File: src/hdl/vcf_pkg.sv
// Package with the constants and the state type of the command framer.
`default_nettype none
package vcf_pkg;

  localparam int unsigned HEADER_BYTES = 8;
  localparam logic [7:0]  TYPE_BYTE    = 8'h91;

  // Header positions that the framer looks at.
  localparam int unsigned POS_TYPE   = 1;
  localparam int unsigned POS_LEN_HI = 4;
  localparam int unsigned POS_LEN_LO = 5;

  localparam logic KIND_COMMAND = 1'b0;
  localparam logic KIND_REJECT  = 1'b1;

  typedef enum logic [1:0] {
    ST_RECV,
    ST_READ,
    ST_LOAD
  } state_t;

endpackage
`default_nettype wire

File: src/hdl/vendor_command_framer.sv
// Top level of the vendor command framer: byte gathering, buffer and output.
`default_nettype none
// Takes one byte per request and frames 8-byte headers (type byte 0x91 at
// position 1, big-endian payload length at positions 4 and 5). A header
// with a bad type byte, or one whose command would exceed MAX_COMMAND_BYTES,
// yields a single reject notice and, in the too-long case, the following
// payload bytes are swallowed silently. A complete command sits in a
// one-port-write, one-port-read buffer memory and is then replayed byte by
// byte (buffer read, then output register load), and the replay waits on any
// stall on the output side; no byte is accepted during the replay.
// reject_total shows the wrapping 32-bit count of rejected headers.
module vendor_command_framer #(
  parameter int unsigned MAX_COMMAND_BYTES = 64
) (
  input  wire logic        clk,
  input  wire logic        rst,
  input  wire logic        in_valid,
  output logic             in_ready,
  input  wire logic [7:0]  data_byte,
  output logic             out_valid,
  input  wire logic        out_ready,
  output logic             out_kind,
  output logic [7:0]       out_byte,
  output logic [5:0]       out_index,
  output logic             is_last,
  output logic [31:0]      reject_total
);

  localparam int unsigned AW = $clog2(MAX_COMMAND_BYTES);
  localparam int unsigned CW = $clog2(MAX_COMMAND_BYTES + 1);

  vcf_pkg::state_t state, state_next;

  logic [7:0]    frame_buffer [MAX_COMMAND_BYTES];
  logic [7:0]    rd_data;
  logic [CW-1:0] fill_count;
  logic [CW-1:0] expected_length;
  logic [15:0]   skip_remaining;
  logic [31:0]   reject_counter;
  logic [AW-1:0] rd_idx;
  logic [7:0]    hdr_type;
  logic [7:0]    len_hi;
  logic [7:0]    len_lo;

  logic          rd_en;
  logic          load_cmd;
  logic          accept;
  logic          wr_en;
  logic          hdr_done;
  logic          type_ok;
  logic [16:0]   total;
  logic          reject;
  logic          frame_done;
  logic          rd_last;

  // Control outputs of the sequencer.
  always_comb begin
    in_ready = 1'b0;
    rd_en    = 1'b0;
    load_cmd = 1'b0;
    unique case (state)
      vcf_pkg::ST_RECV: in_ready = !out_valid || out_ready;
      vcf_pkg::ST_READ: rd_en = 1'b1;
      vcf_pkg::ST_LOAD: load_cmd = !out_valid || out_ready;
      default: ;
    endcase
  end

  always_comb begin
    accept   = in_valid && in_ready;
    wr_en    = accept && (skip_remaining == 16'd0);
    hdr_done = wr_en && (expected_length == '0)
               && (fill_count == CW'(vcf_pkg::HEADER_BYTES - 1));
    type_ok  = (hdr_type == vcf_pkg::TYPE_BYTE);
    total    = 17'(vcf_pkg::HEADER_BYTES) + {1'b0, len_hi, len_lo};
    reject   = hdr_done && (!type_ok || (total > 17'(MAX_COMMAND_BYTES)));
    frame_done = wr_en && !reject
                 && ((hdr_done && (total == 17'(vcf_pkg::HEADER_BYTES)))
                     || ((expected_length != '0)
                         && (fill_count + CW'(1) == expected_length)));
    rd_last  = (CW'(rd_idx) + CW'(1) == expected_length);
  end

  always_comb begin
    state_next = state;
    unique case (state)
      vcf_pkg::ST_RECV: if (frame_done) state_next = vcf_pkg::ST_READ;
      vcf_pkg::ST_READ: state_next = vcf_pkg::ST_LOAD;
      vcf_pkg::ST_LOAD: begin
        if (load_cmd) state_next = rd_last ? vcf_pkg::ST_RECV : vcf_pkg::ST_READ;
      end
      default: state_next = vcf_pkg::ST_RECV;
    endcase
  end

  // Buffer memory: written while bytes arrive, read during the replay.
  always_ff @(posedge clk) begin
    if (wr_en) frame_buffer[fill_count[AW-1:0]] <= data_byte;
    if (rd_en) rd_data <= frame_buffer[rd_idx];
  end

  // Header fields are captured on their way into the buffer.
  always_ff @(posedge clk) begin
    if (wr_en && (expected_length == '0)) begin
      if (fill_count == CW'(vcf_pkg::POS_TYPE))   hdr_type <= data_byte;
      if (fill_count == CW'(vcf_pkg::POS_LEN_HI)) len_hi   <= data_byte;
      if (fill_count == CW'(vcf_pkg::POS_LEN_LO)) len_lo   <= data_byte;
    end
  end

  always_ff @(posedge clk) begin
    if (rst) begin
      state           <= vcf_pkg::ST_RECV;
      fill_count      <= '0;
      expected_length <= '0;
      skip_remaining  <= '0;
      reject_counter  <= '0;
      rd_idx          <= '0;
      out_valid       <= 1'b0;
    end else begin
      state <= state_next;
      if (accept && (skip_remaining != 16'd0)) begin
        skip_remaining <= skip_remaining - 16'd1;
      end
      if (reject) begin
        reject_counter <= reject_counter + 32'd1;
        if (type_ok) skip_remaining <= {len_hi, len_lo};
        fill_count      <= '0;
        expected_length <= '0;
      end else if (frame_done) begin
        fill_count <= '0;
        rd_idx     <= '0;
        if (hdr_done) expected_length <= CW'(total);
      end else if (wr_en) begin
        fill_count <= fill_count + CW'(1);
        if (hdr_done) expected_length <= CW'(total);
      end
      if (load_cmd) begin
        out_valid <= 1'b1;
        if (rd_last) begin
          expected_length <= '0;
        end else begin
          rd_idx <= rd_idx + AW'(1);
        end
      end else if (reject) begin
        out_valid <= 1'b1;
      end else if (out_ready) begin
        out_valid <= 1'b0;
      end
    end
  end

  // Result payload; a notice and a buffered byte never load in one cycle.
  always_ff @(posedge clk) begin
    if (load_cmd) begin
      out_kind  <= vcf_pkg::KIND_COMMAND;
      out_byte  <= rd_data;
      out_index <= 6'(rd_idx);
      is_last   <= rd_last;
    end else if (reject) begin
      out_kind  <= vcf_pkg::KIND_REJECT;
      out_byte  <= 8'd0;
      out_index <= 6'd0;
      is_last   <= 1'b1;
    end
  end

  assign reject_total = reject_counter;

endmodule
`default_nettype wire

File: config.mk
export PLATFORM = sky130hd
export DESIGN_NAME = vendor_command_framer
export DESIGN_NICKNAME = d
export VERILOG_FILES = /design/src/hdl/vcf_pkg.sv /design/src/hdl/vendor_command_framer.sv
export SDC_FILE = /design/constraint.sdc
export NUM_CORES = 1
export LEC_CHECK = 0
export ABC_AREA = 1
export BUFFER_PORTS_ARGS = -buffer_cell sky130_fd_sc_hd__buf_2
export CAP_MARGIN = 20
export CORE_AREA = 5 5 332 334
export DETAILED_ROUTE_END_ITERATION = 8
export DIE_AREA = 0 0 337 339
export PLACE_DENSITY_LB_ADDON = 0.2
export SYNTH_ARGS = -nofsm -noshare
export SYNTH_HDL_FRONTEND = slang
export SYNTH_SLANG_ARGS = --single-unit
File: constraint.sdc
create_clock -name clk -period 2.3 [get_ports clk]
set_input_delay 0.23 -clock clk [delete_from_list [all_inputs] [get_ports clk]]
set_output_delay 0.23 -clock clk [all_outputs]
set_load 0.005 [all_outputs]
==> results.md, run 1 <==
- The run finished with clean final reports.
- The count of filler cells inserted in the layout is 10,792.
- After detailed routing, the total wire length is 78,500 um.
- Global routing finished with a remaining overflow of 0.
- Detailed placement finished with a half-perimeter wire length of 49,400 um.
- The maximum net fanout on the critical path is 8.
- The initial utilization of the core area, before any placement, comes to 24.8%.
- The global placer's final weighted congestion is 0.832.
- The number of instances in the placed design is 3,867.
- Counting instances, the worst hold path has a depth of 5.
- The total of endpoints with negative setup slack in the final report is 0.
- For the pin with the worst max-slew slack, the measured transition is around 1000 ps.
- The iteration-0 DRC count of the detailed router is 1,279.
- After detailed routing, the number of remaining DRC violations is 0.
- The min-delay analysis places its worst path in the category in2reg.
- Counting flops and latches in the post-synthesis netlist gives around 630.
- The end of the worst register-to-register path is frame_buffer[47][5].
- The first-pass iteration count of the detailed router is 5.
- The post-layout net count is about 2,600.
- The clock tree synthesis step divided the H-tree into 3 levels.
- Synthesis produced 2,340 cells.
- The share of the yosys chip area belonging to registers is 68.9%.
- The later-pin clock latency in the skew report is 620 ps.
- The clock buffer count from CTS is 70.
- The depth of the worst register-to-register path is 13.
- The port buffer count is 61.
- The maximum clock frequency is 438 MHz.
- The prevailing post-synth register cell is sky130_fd_sc_hd__edfxtp_1.
- Setup repair after global routing could not meet its margin everywhere.
- The final hold violation count came to 0.
- The number of antenna violations at the first check in global routing came to 0.
- Counting every net in the synthesized netlist gives 2,359.
- The clock passes through at most 3 buffers.
- After synthesis, the cell types taking the most area are sky130_fd_sc_hd__edfxtp_1 63%, sky130_fd_sc_hd__nor2_1 6.6%, sky130_fd_sc_hd__o21ai_0 5.5%, sky130_fd_sc_hd__dfxtp_1 5.4%, sky130_fd_sc_hd__nand2_1 3.3%.
- The startpoint of the most critical register-to-register path is skip_remaining[1].
- The worst setup path is launched from a register.
- The clock sink total is 631.
- The area share of the largest cell type after synthesis is 63.4%.
- The worst path uses between 90 and 100% of the clock period.
- The register cell area after layout is 18,200 um^2.
- Clock skew on the completed layout was measured at 22.4 ps.
- The tool flagged a number of max-cap violations equal to 0.
- The number of enable-type register cells in the synthesized netlist is 559.
- The critical path start-end classification is reg2reg.
- From synthesis to final layout, the design area changed by 23.8%.
- The largest net degree at the start of global routing is 75.
- Setup slack closes at 15.7 ps.
- The total power after layout is 26.3 mW.
- In the synthesized netlist the async set-or-reset flop fraction comes to 0%.
- CTS placed an instance of sky130_fd_sc_hd__clkbuf_16 at the clock tree root.
- The peak supply drop is 476 uV.
- The total global routing track utilization is 13.4%.
- The first global-routing pass estimated 118,000 um of wire.
- The TritonCTS clock tree is done.
- The height of the die is 339 um.
- 0 antenna diodes ended up in the layout.
- After clock tree synthesis, the clock-pin slew on the worst setup and hold paths is 60 ps.
- The via count of the first global-routing pass is 18,647.
- The arrival time of the worst setup path is 2600 ps.
- The post-synthesis area per instance is 11.3 um^2.
- The final instance count without filler cells is 4,006.
- The count of boundary I/O pins is 62.
- The number of max-slew violations in the final report was 0.
- The end point of the most critical hold path is state[1].
- The worst slack at placement is -138 ps.
- Data on the critical path is required at its endpoint by 2610 ps.
- The count of nets left with antenna violations once routing finished came out at 0.
- The floorplan step defined a die boundary enclosing 114,000 um^2.
- The count of vias placed by the detailed router is 18,676.
- In the post-synthesis netlist, the cell with the most instances is sky130_fd_sc_hd__edfxtp_1.
- The source of the worst hold timing path is out_ready.
- The relative slew slack is 32.8%.
- The cell area after technology mapping is 26,500 um^2.
- The commonest cells after synthesis are 559 x sky130_fd_sc_hd__edfxtp_1, 463 x sky130_fd_sc_hd__nor2_1, 289 x sky130_fd_sc_hd__o21ai_0.
- The synthesized design spends more area on one cell type than any other, namely sky130_fd_sc_hd__edfxtp_1.
- Power spread over the standard cell area amounts to 802 nW/um^2.
- The standard cell core area is 107,000 um^2.
- The share of post-route cells with drive strength above 1 is 18.6%.
- During synthesis, Yosys emitted a total of 0 warnings.
- The clock period could shrink to between 2000 and 2500 ps.
- The initialized floorplan defines 120 standard-cell rows.
- The floorplan die width is 337 um.
- The worst setup path is captured at a register.
- The number of library cell types mapped by synthesis is 44.
- Summing all multi-input logic gate instances after layout gives 7580 um^2.
- The setup check on the worst reg-to-reg path leaves a slack of between 15 and 20 ps.
- The routed via count divided by cell count is 4.66.
- Measured on the finished design, the core utilization comes to 30.7%.
- Dividing the detail-routed wire length by the instance count gives 19.6 um.
- The leakage power of the design is around 11 nW.
[critical path: stages, from the launching register on]
cell and delay, ps:
sky130_fd_sc_hd__dfxtp_2 320, sky130_fd_sc_hd__inv_2 70, sky130_fd_sc_hd__ha_4 150, sky130_fd_sc_hd__nand3_4 80, sky130_fd_sc_hd__inv_2 70, sky130_fd_sc_hd__nand3_2 70
sky130_fd_sc_hd__nor2_1 120, sky130_fd_sc_hd__buf_4 130, sky130_fd_sc_hd__clkinvlp_4 130, sky130_fd_sc_hd__nor2_4 250, sky130_fd_sc_hd__nand2_2 90, sky130_fd_sc_hd__buf_12 170
sky130_fd_sc_hd__nor2_1 120, sky130_fd_sc_hd__buf_6 180
[through the flow]
| stage | setup TNS, ps | area (um^2) | hold slack (ps) |
|---|---|---|---|
| 5_1_grt | -24150 | 32800 | 49.3 |
| 3_5_place_dp | -38280 | 29800 | 497 |
| 4_1_cts | -766 | 32100 | 10.9 |
| 6_report | 0 | 32800 | 47.3 |
| 2_1_floorplan | 0 | 26500 | 329 |
| 3_3_place_gp | -45460 | 29800 | 479 |
[routing by layer]
metal	wire length (um)	GRT usage [%]	share of wire (%)	up-vias
li1	-	-	-	8816
met1	37300	19.1	47	9209
met2	34900	20.8	45	526
met3	4360	2.66	5.6	125
met4	1930	3.48	2.5	0
met5	0	0	0	-
[cells in the final DEF (no fill, tap or decap), types with 16 or more instances in the layout]
cell type,netlist,routed
sky130_fd_sc_hd__buf_12,0,35
sky130_fd_sc_hd__o211ai_1,56,56
sky130_fd_sc_hd__o22ai_1,56,56
sky130_fd_sc_hd__dfxtp_1,72,64
sky130_fd_sc_hd__nand2_1,230,225
sky130_fd_sc_hd__o21ai_0,289,282
sky130_fd_sc_hd__xor2_1,17,17
sky130_fd_sc_hd__inv_1,139,130
sky130_fd_sc_hd__nor2_4,5,30
sky130_fd_sc_hd__clkbuf_16,0,74
sky130_fd_sc_hd__nor2_1,463,412
sky130_fd_sc_hd__clkinv_1,5,23
sky130_fd_sc_hd__buf_4,3,114
sky130_fd_sc_hd__edfxtp_1,559,559
sky130_fd_sc_hd__nor2_2,9,35
sky130_fd_sc_hd__o221ai_1,72,72
sky130_fd_sc_hd__a21oi_1,33,32
sky130_fd_sc_hd__clkinv_2,0,17
sky130_fd_sc_hd__buf_2,12,61
sky130_fd_sc_hd__nand4_1,16,16
sky130_fd_sc_hd__buf_6,2,49
sky130_fd_sc_hd__nand3_1,126,110
[flip-flops by register name, summed over array words and instances (netlist names), 7 cells and up]
| signal | count |
|---|---|
| len_hi | 8 |
| hdr_type | 8 |
| rd_data | 8 |
| len_lo | 8 |
| skip_remaining | 16 |
| fill_count | 7 |
| expected_length | 7 |
| frame_buffer | 512 |
| reject_total | 32 |
| out_byte | 8 |
[layout make-up]
type | count | area share, %
multi-input combinational | 1435 | 23.1
clock inverter | 41 | 0.787
sequential | 631 | 55.7
clock buffer | 86 | 5.66
inverter | 148 | 1.75
tap | 1403 | 5.36
timing repair buffer | 262 | 7.61
[where the power goes]
group	switching (mW)	internal (mW)	leakage, nW
combinational	1.78	1.15	4.58
sequential	0.148	12.7	5.62
clock	4.55	5.96	1.04
total	6.48	19.8	11.2
[worst max-delay path by stage]
stage	from	end
floorplan	skip_remaining[0]	frame_buffer[0][0]
detailed placement	skip_remaining[11]	frame_buffer[57][7]
global route	skip_remaining[1]	frame_buffer[47][7]
finish	skip_remaining[1]	frame_buffer[47][5]
global placement	skip_remaining[11]	frame_buffer[57][4]
CTS	skip_remaining[1]	frame_buffer[60][4]
[logic make-up after synthesis]
family,Yosys count,synth area share [%]
and+or+nand+nor,887,14.1
DFF,631,68.9
AOI/OAI and AO/OA,513,11.6
buffers and inverters,274,4.09
xor gates and xnor gates,28,0.979
adders and majority gates,7,0.331
[what timing repair did]
action | 4_1_cts | 5_1_grt
hold buffers | 0 | 0
buffers inserted | 0 | 9
pin swaps | 1 | 14
cloned | 0 | 2
endpoints found under the setup margin | 526 | 595
gates resized for setup | 27 | 160
No activity file was read; power rests on OpenSTA's default activity.
==> run 2: changes to the inputs <==
Settings changed: PLACE_DENSITY from default to 0.4, PLACE_DENSITY_LB_ADDON 0.2 to default.
==> run 2 against run 1 <==
Compared with the run above: sequential power about the same; largest cell class unchanged; routed wire length up 3.9%; die area unchanged; setup slack better by 8.5 ps; cell count up 0.90%; via count up 0.67%; non-clock buffer count up 36.
==> results.md, run 2 (synthesis gave the netlist of run 1 again) <==
- The flow ran to the end, and the final reports show no timing, DRC or antenna violations.
- Leaving out fill and tap cells, the most frequent cell in the layout is sky130_fd_sc_hd__edfxtp_1.
- The clock reaches the later pin of the worst-skew pair after slightly above 600 ps.
- The top cell types in the final layout, fill and taps aside, are 559 x sky130_fd_sc_hd__edfxtp_1, 423 x sky130_fd_sc_hd__nor2_1, 276 x sky130_fd_sc_hd__o21ai_0.
- The number of hold-repair buffers added at the cts stage is 0.
- The largest single stage delay on the critical path is 490 ps.
- Summed over all cells, the static leakage comes to 11.4 nW.
- The final hold violation count is 0.
- The clock buffer count from CTS is 71.
- The H-tree was split into 3 levels.
- The number of cells on the worst reg-to-reg path is 8.
- The first global-routing pass estimated 121,000 um of wire.
- Setup violations remaining at the end of the flow were counted as 0.
- The capturing element type of the critical path is a register.
- Traced cell by cell, the critical path runs through buf_4 > buf_12 > o21ai_0 > o22ai_1 > o211ai_1 > nand3_1 > nand3_1 > nand2_1.
- The end point of the most critical hold path is state[1].
- The aggregate routed wire length is 81,600 um.
- The worst min-delay path category is in2reg.
- The register with the most flip-flops in the layout has 512 of them.
- The setup path with the least slack is of type reg2reg.
- The final-layout setup total negative slack is 0 ps.
- The multi-input logic area is 7550 um^2.
- The relative slew slack is about half.
- The starting density of the core is between 20% and 30%.
- The setup slack of the most critical reg-to-reg path is 20 ps.
- The actual slew at the worst max-slew pin is 777 ps.
- The worst slack at placement is -114 ps.
- The via count of the first global-routing pass is 19,079.
- The TritonCTS clock tree is done.
- Power spread over the standard cell area amounts to 806 nW/um^2.
- The maximum buffer depth of the clock tree is 3.
- The worst register-to-register path begins at rd_idx[0].
- The number of antenna cells inserted is 0.
- The cell type of the slowest stage on the worst timing path is sky130_fd_sc_hd__o211ai_1.
- STA puts the critical path data required time at 2650 ps.
- In this run the worst path has a maximum fanout of 31.
- Counting instances, the worst hold path has a depth of 5.
- The analysis attributes to net switching a power of about 6.6 mW.
- Clock tree synthesis found a total of between 600 and 700 sinks.
- The buffer and inverter count on the worst path is 2.
- The clock input transition at the sequential cells of the worst setup and hold paths is 60 ps.
- The global placer's final weighted congestion is 0.810.
- The maximum clock frequency is 439 MHz.
- The routed via count divided by cell count is 4.65.
- The final layout contains 2,604 nets.
- The share of post-route cells with drive strength above 1 is 19.2%.
- Across the whole layout, storage elements account for 18,200 um^2.
- The critical path's most frequent cell is sky130_fd_sc_hd__nand3_1.
- The end of the worst register-to-register path is rd_data[1].
- The remaining global-route overflow is 0.
- The iteration-0 DRC count of the detailed router is approximately 1,300.
- The floorplan step set the die width to between 300 and 400 um.
- The number of antenna violations at the first check in global routing was 1.
- In this run the tool buffered the top-level ports with 61 buffer cells.
- The share of total power dissipated in sequential elements is 48.2%.
- The detailed-route DRC error count is 0.
- The family of cells with the greatest summed delay on the critical path is compound AO/OA/AOI/OAI gates.
- The final worst clock skew is ~24 ps.
- In this run, the clock network consumes around 40% of the power.
- The worst path needs 2280 ps of the cycle, external delays included.
- Global routing consumed, over all layers together, 13.8% of the routing resources.
- The number of max-slew violations in the final report is 0.
- The internal power is between 20 and 25 mW.
- The tree is rooted in a sky130_fd_sc_hd__clkbuf_16.
- Detailed placement ended at an HPWL of about 52,000 um.
- The arrival time of the worst setup path is around 2600 ps.
- The setup slack of the critical path after layout is roughly 24 ps.
- Entering global routing, the biggest net connects 68 pins.
- The count of filler cells inserted in the layout is 10,849.
- The count of vias placed by the detailed router is about 19,000.
- The standard cell core area is 107,000 um^2.
- The residual antenna-violating net count after detailed routing is 0.
- Setup repair after global routing could not meet its margin everywhere.
- The peak supply drop is 499 uV.
- The combinational fraction of design power is 11.4%.
- 62 I/O pins were placed.
- Compared with the post-synthesis result, the final layout area differs by 24.9%.
- The worst hold path begins at out_ready.
- The share of the clock period used by the worst path is between 90% and 100%.
- The first-pass iteration count of the detailed router is 5.
- The critical path launch point type is a register.
- The die covers 114,000 um^2.
- In this run switching power makes up 24.8% of total power.
- The number of rows created at floorplan is 120.
- The max capacitance violation total is 0.
- The average wire length per cell after detail routing is a little over 20 um.
- The height of the die is roughly 340 um.
run 2: changes by cell type in the layout (fill, tap and decap cells not counted), sizes merged:
| cell | before | now |
|---|---|---|
| bufinv | 2 | 3 |
| inv | 143 | 145 |
| clkinv | 41 | 27 |
| buf | 260 | 294 |
| clkbuf | 88 | 101 |
run 2: cell type report:
type	instances	area share, %
Multi-Input combinational cell	1435	22.8
Clock inverter	30	0.723
Tap cell	1403	5.31
Inverter	148	1.72
Sequential cell	631	55.2
Timing Repair Buffer	298	8.45
Clock buffer	97	5.77
run 2: power by group through the flow:
stage | sequential (mW) | combinational (mW) | clock (mW)
after detailed placement | 13.0 | 2.65 | 0
final | 12.8 | 3.04 | 10.8
after global placement | 13.0 | 2.67 | 0
after floorplan | 13.0 | 1.46 | 0
after global routing | 12.8 | 3.38 | 11.6
after CTS | 12.8 | 2.78 | 11.1
run 2: layer usage:
layer	track usage (%)	vias up	share of wire, %
li1	-	8891	-
met1	19.5	9390	47
met2	22.3	393	46
met3	2.05	128	4.0
met4	3.75	0	2.5
met5	0	-	0
run 2: metrics by stage:
stage | std cells | total power [mW] | hold slack [ps] | area [um^2] | util, %
2_1_floorplan | 2340 | 14.5 | 329 | 26500 | -
3_3_place_gp | 3892 | 15.7 | 480 | 30100 | 28.3
3_5_place_dp | 3893 | 15.7 | 490 | 30200 | 28.3
4_1_cts | 4025 | 26.7 | 27.4 | 32500 | 30.5
5_1_grt | 4042 | 27.8 | 75.2 | 33000 | 31.0
6_report | 4042 | 26.6 | 57.8 | 33000 | 31.0
run 2: worst register-to-register path: stages, from the launching register on:
cell,delay (ps)
sky130_fd_sc_hd__dfxtp_4,390
sky130_fd_sc_hd__buf_4,180
sky130_fd_sc_hd__buf_12,160
sky130_fd_sc_hd__o21ai_0,260
sky130_fd_sc_hd__o22ai_1,140
sky130_fd_sc_hd__o211ai_1,490
sky130_fd_sc_hd__nand3_1,150
sky130_fd_sc_hd__nand3_1,150
sky130_fd_sc_hd__nand2_1,100
run 2: what timing repair did:
item	CTS	global route
endpoints found under the setup margin	481	590
gates resized for setup	50	99
pin swaps	4	24
gates cloned	0	4
buffers inserted	5	13
run 2: how the worst max path moves through the flow:
stage                      start  slack, ps             endpoint  cells after the start
6_report               rd_idx[0]         20           rd_data[1]                      8
5_1_grt        skip_remaining[0]        -70     reject_total[28]                     14
4_1_cts        skip_remaining[1]         -8   frame_buffer[0][4]                     14
3_5_place_dp   skip_remaining[0]       -110   frame_buffer[4][4]                     14
3_3_place_gp   skip_remaining[0]       -160  frame_buffer[30][2]                     14
2_1_floorplan  skip_remaining[0]          2   frame_buffer[0][0]                     10
==> run 3: changes to the inputs <==
--- a/config.mk
+++ b/config.mk
@@ -10,6 +10,6 @@
 export CAP_MARGIN = 20
-export CORE_AREA = 5 5 332 334
+export CORE_AREA = 5 5 297 372
 export DETAILED_ROUTE_END_ITERATION = 8
-export DIE_AREA = 0 0 337 339
-export PLACE_DENSITY = 0.4
+export DIE_AREA = 0 0 302 377
+export PLACE_DENSITY = 0.39
 export SYNTH_ARGS = -nofsm -noshare
==> constraint.sdc (replaced) <==
create_clock -name clk -period 2.85 [get_ports clk]
set_input_delay 0.7125 -clock clk [delete_from_list [all_inputs] [get_ports clk]]
set_output_delay 0.7125 -clock clk [all_outputs]
set_load 0.005 [all_outputs]
==> run 3 against run 2 <==
Compared with the run above: hold slack improved by 390 ps; largest power group unchanged; highest routed layer unchanged; via count is 1.3% lower; utilization down 0.95 points; critical path depth rose by 5; critical endpoint is now frame_buffer[60][2].
==> results.md, run 3 (synthesis gave the netlist of run 1 again) <==
- The depth of the CTS H-tree is 3.
- The HPWL reported at the end of detailed placement is 57,000 um.
- In the final layout, the multi-input gates occupy 7160 um^2.
- The iteration-0 DRC count of the detailed router is about 1,600.
- IR analysis of the VDD net gives a maximum drop of 421 uV.
- The area of the die is around 110,000 um^2.
- The residual antenna-violating net count after detailed routing is 0.
- The final standard cell area without fillers is 31,900 um^2.
- Across the whole layout, storage elements account for 18,200 um^2.
- The clock network burns 43.6% of the power.
- The critical path start-end classification is reg2reg.
- The congestion estimate from routability-driven global placement came to 0.825.
- Post-CTS timing repair inserted 0 buffers for setup.
- Dividing the final minimum period by the clock period gives slightly above 90%.
- The starting density of the core is approximately 25%.
- The routed via count divided by cell count is 4.66.
- The library cells used most frequently in the layout, excluding fill and tap cells, are 559 x sky130_fd_sc_hd__edfxtp_1, 462 x sky130_fd_sc_hd__nor2_1, 289 x sky130_fd_sc_hd__o21ai_0.
- The max capacitance violation total is 0.
- Setup violations remaining at the end of the flow were counted as 0.
- The signal on the critical path passes through inv_1 > ha_1 > nand3_1 > inv_1 > nand3_1 > nor2_1 > buf_4 > inv_1 > nor2_2 > nand3_2 > buf_4 > nor2_1 > buf_4.
- The required arrival time at the worst endpoint is 3160 ps.
- For this design the total switching power over the nets is between 5 and 6 mW.
- The final worst clock skew is 19.5 ps.
- The combinational fraction of design power is 9.2%.
- The leakage power of the design is 11.0 nW.
- In this run, flip-flops and latches consume 47.2% of the power.
- The clock period could shrink to around 2600 ps.
- At the pin with the least slew margin, the transition time is 809 ps.
- The utilization after layout is 30.1%.
- The maximum clock frequency is 380 MHz.
- The flow ran to the end, and the final reports show no timing, DRC or antenna violations.
- The path class of the tightest hold or removal check is in2reg.
- Dividing total power by cell area gives a power density of 686 nW/um^2.
- The height of the die is 377 um.
- Counting along the longest clock path gives a buffer depth of 3.
- The number of max-slew violations in the final report is 0.
- After detailed routing, the average wire length per cell comes to between 20 and 25 um.
- The cell type of the slowest stage on the worst timing path is sky130_fd_sc_hd__dfxtp_1.
- In this run the clock root is driven by a sky130_fd_sc_hd__clkbuf_16.
- The register with the most flip-flops in the layout has 512 of them.
- Net switching is 23.8% of the power.
- The count of vias placed by the detailed router is 18,552.
- The worst hold slack after final layout is 445 ps.
- The internal power is 16.7 mW.
- For this run, the total global-route usage over all layers was measured as 14.8%.
- The clock input transition at the sequential cells of the worst setup and hold paths is 60 ps.
- TritonCTS built the clock tree.
- The critical path launch point type is a register.
- The total power after layout is 21.9 mW.
- The capturing element type of the critical path is a register.
- The post-layout net count is 2,515.
- The arrival time of the worst setup path is 2930 ps.
- Entering global routing, the biggest net connects 98 pins.
- The critical path's largest stage delay is 310 ps.
- Leaving out fill and tap cells, the most frequent cell in the layout is sky130_fd_sc_hd__edfxtp_1.
- The clock sink total is approximately 630.
- The clock buffer count from CTS is 72.
- The number of antenna violations at the first check in global routing came to 0.
- The global-route wire length before repair is 126,000 um.
- In this run the worst path has a maximum fanout of 8.
- Setup repair after global routing left no endpoint under its margin.
- The first detailed-routing pass ran for 7 iterations.
- Headroom to the max-slew limit came out at approximately 46%.
- The setup slack of the most critical reg-to-reg path is 220 ps.
- The count of boundary I/O pins is a little over 60.
- From left edge to right edge, the die measures 302 um.
- The number of rows created at floorplan is 134.
- The port buffer count is 61.
- The filler cells instantiated in the layout total 10,914.
- The remaining global-route overflow is 0.
- The standard cell area after detailed placement is 29,500 um^2.
- The standard cell core area is 106,000 um^2.
- The via count of the first global-routing pass came to 18,992.
- The routed design has 85,800 um of wire.
- The number of antenna cells inserted is 0.
- The final hold violation count is 0.
- Compared with the post-synthesis result, the final layout area differs by 20.7%.
- The later pin in the worst-skew pair is clocked with a latency of 610 ps.
- The detailed-route DRC error count is 0.
- The share of post-route cells with drive strength above 1 is 13.7%.
## run 3: changes by cell type in the layout (fill, tap and decap cells not counted), moves of 10 or more
cell / delta
sky130_fd_sc_hd__buf_12: -10
sky130_fd_sc_hd__buf_4: -48
sky130_fd_sc_hd__buf_6: -26
sky130_fd_sc_hd__clkbuf_1: -11
sky130_fd_sc_hd__nand3_1: +13
sky130_fd_sc_hd__nand3_2: -10
sky130_fd_sc_hd__nor2_1: +39
sky130_fd_sc_hd__nor2_2: -25
sky130_fd_sc_hd__nor2_4: -14
sky130_fd_sc_hd__o21ai_0: +13
## run 3: area by class of cell
type,instances,area share [%]
clock buffers,87,5.91
multi-input cells,1435,22.4
inverters,148,1.76
clock inverters,40,1.62
well taps,1428,5.59
flip-flops and latches,631,57.1
repair buffers,208,5.62
## run 3: metal layers
metal  global-route usage, %  share of wire (%)  wire (um)
met4                    5.67                3.7       3190
met5                       0                  0          0
met2                    25.4                 49      42200
met1                    18.6                 42      36200
met3                    2.43                5.0       4260
## run 3: through the flow
| step | setup TNS, ps | cells | setup WS (ps) |
|---|---|---|---|
| finish | 0 | 3977 | 222 |
| CTS | 0 | 3977 | 70.6 |
| detailed placement | -2810 | 3850 | -115 |
| floorplan | 0 | 2340 | 195 |
| global route | 0 | 3977 | 8.26 |
| global placement | -833 | 3850 | -93.2 |
## run 3: worst max-delay path, delay by kind of cell (launching register included)
| family | cells | cell delay (ps) |
|---|---|---|
| fa+ha+maj | 1 | 240 |
| buf+inv | 6 | 850 |
| flops | 1 | 310 |
| simple gates | 6 | 930 |
## run 3: power groups by stage
stage | registers, mW | clock network [mW] | logic [mW]
detailed placement | 10.5 | 0 | 2.02
finish | 10.4 | 9.56 | 2.01
floorplan | 10.5 | 0 | 1.17
global placement | 10.5 | 0 | 2.05
CTS | 10.3 | 9.83 | 2.03
global route | 10.4 | 10.3 | 2.26
## run 3: worst paths after layout
kind | start | end | depth (start not counted)
worst max-delay path | skip_remaining[0] | frame_buffer[60][2] | 13
worst min-delay path | out_ready | state[1] | 4
worst max register to register | skip_remaining[0] | frame_buffer[60][2] | 13
worst min register to register | out_kind | out_kind | 2
## run 3: what timing repair did
action,4_1_cts,5_1_grt
hold buffers,0,0
setup endpoints to repair,0,103
gates resized for setup,0,2
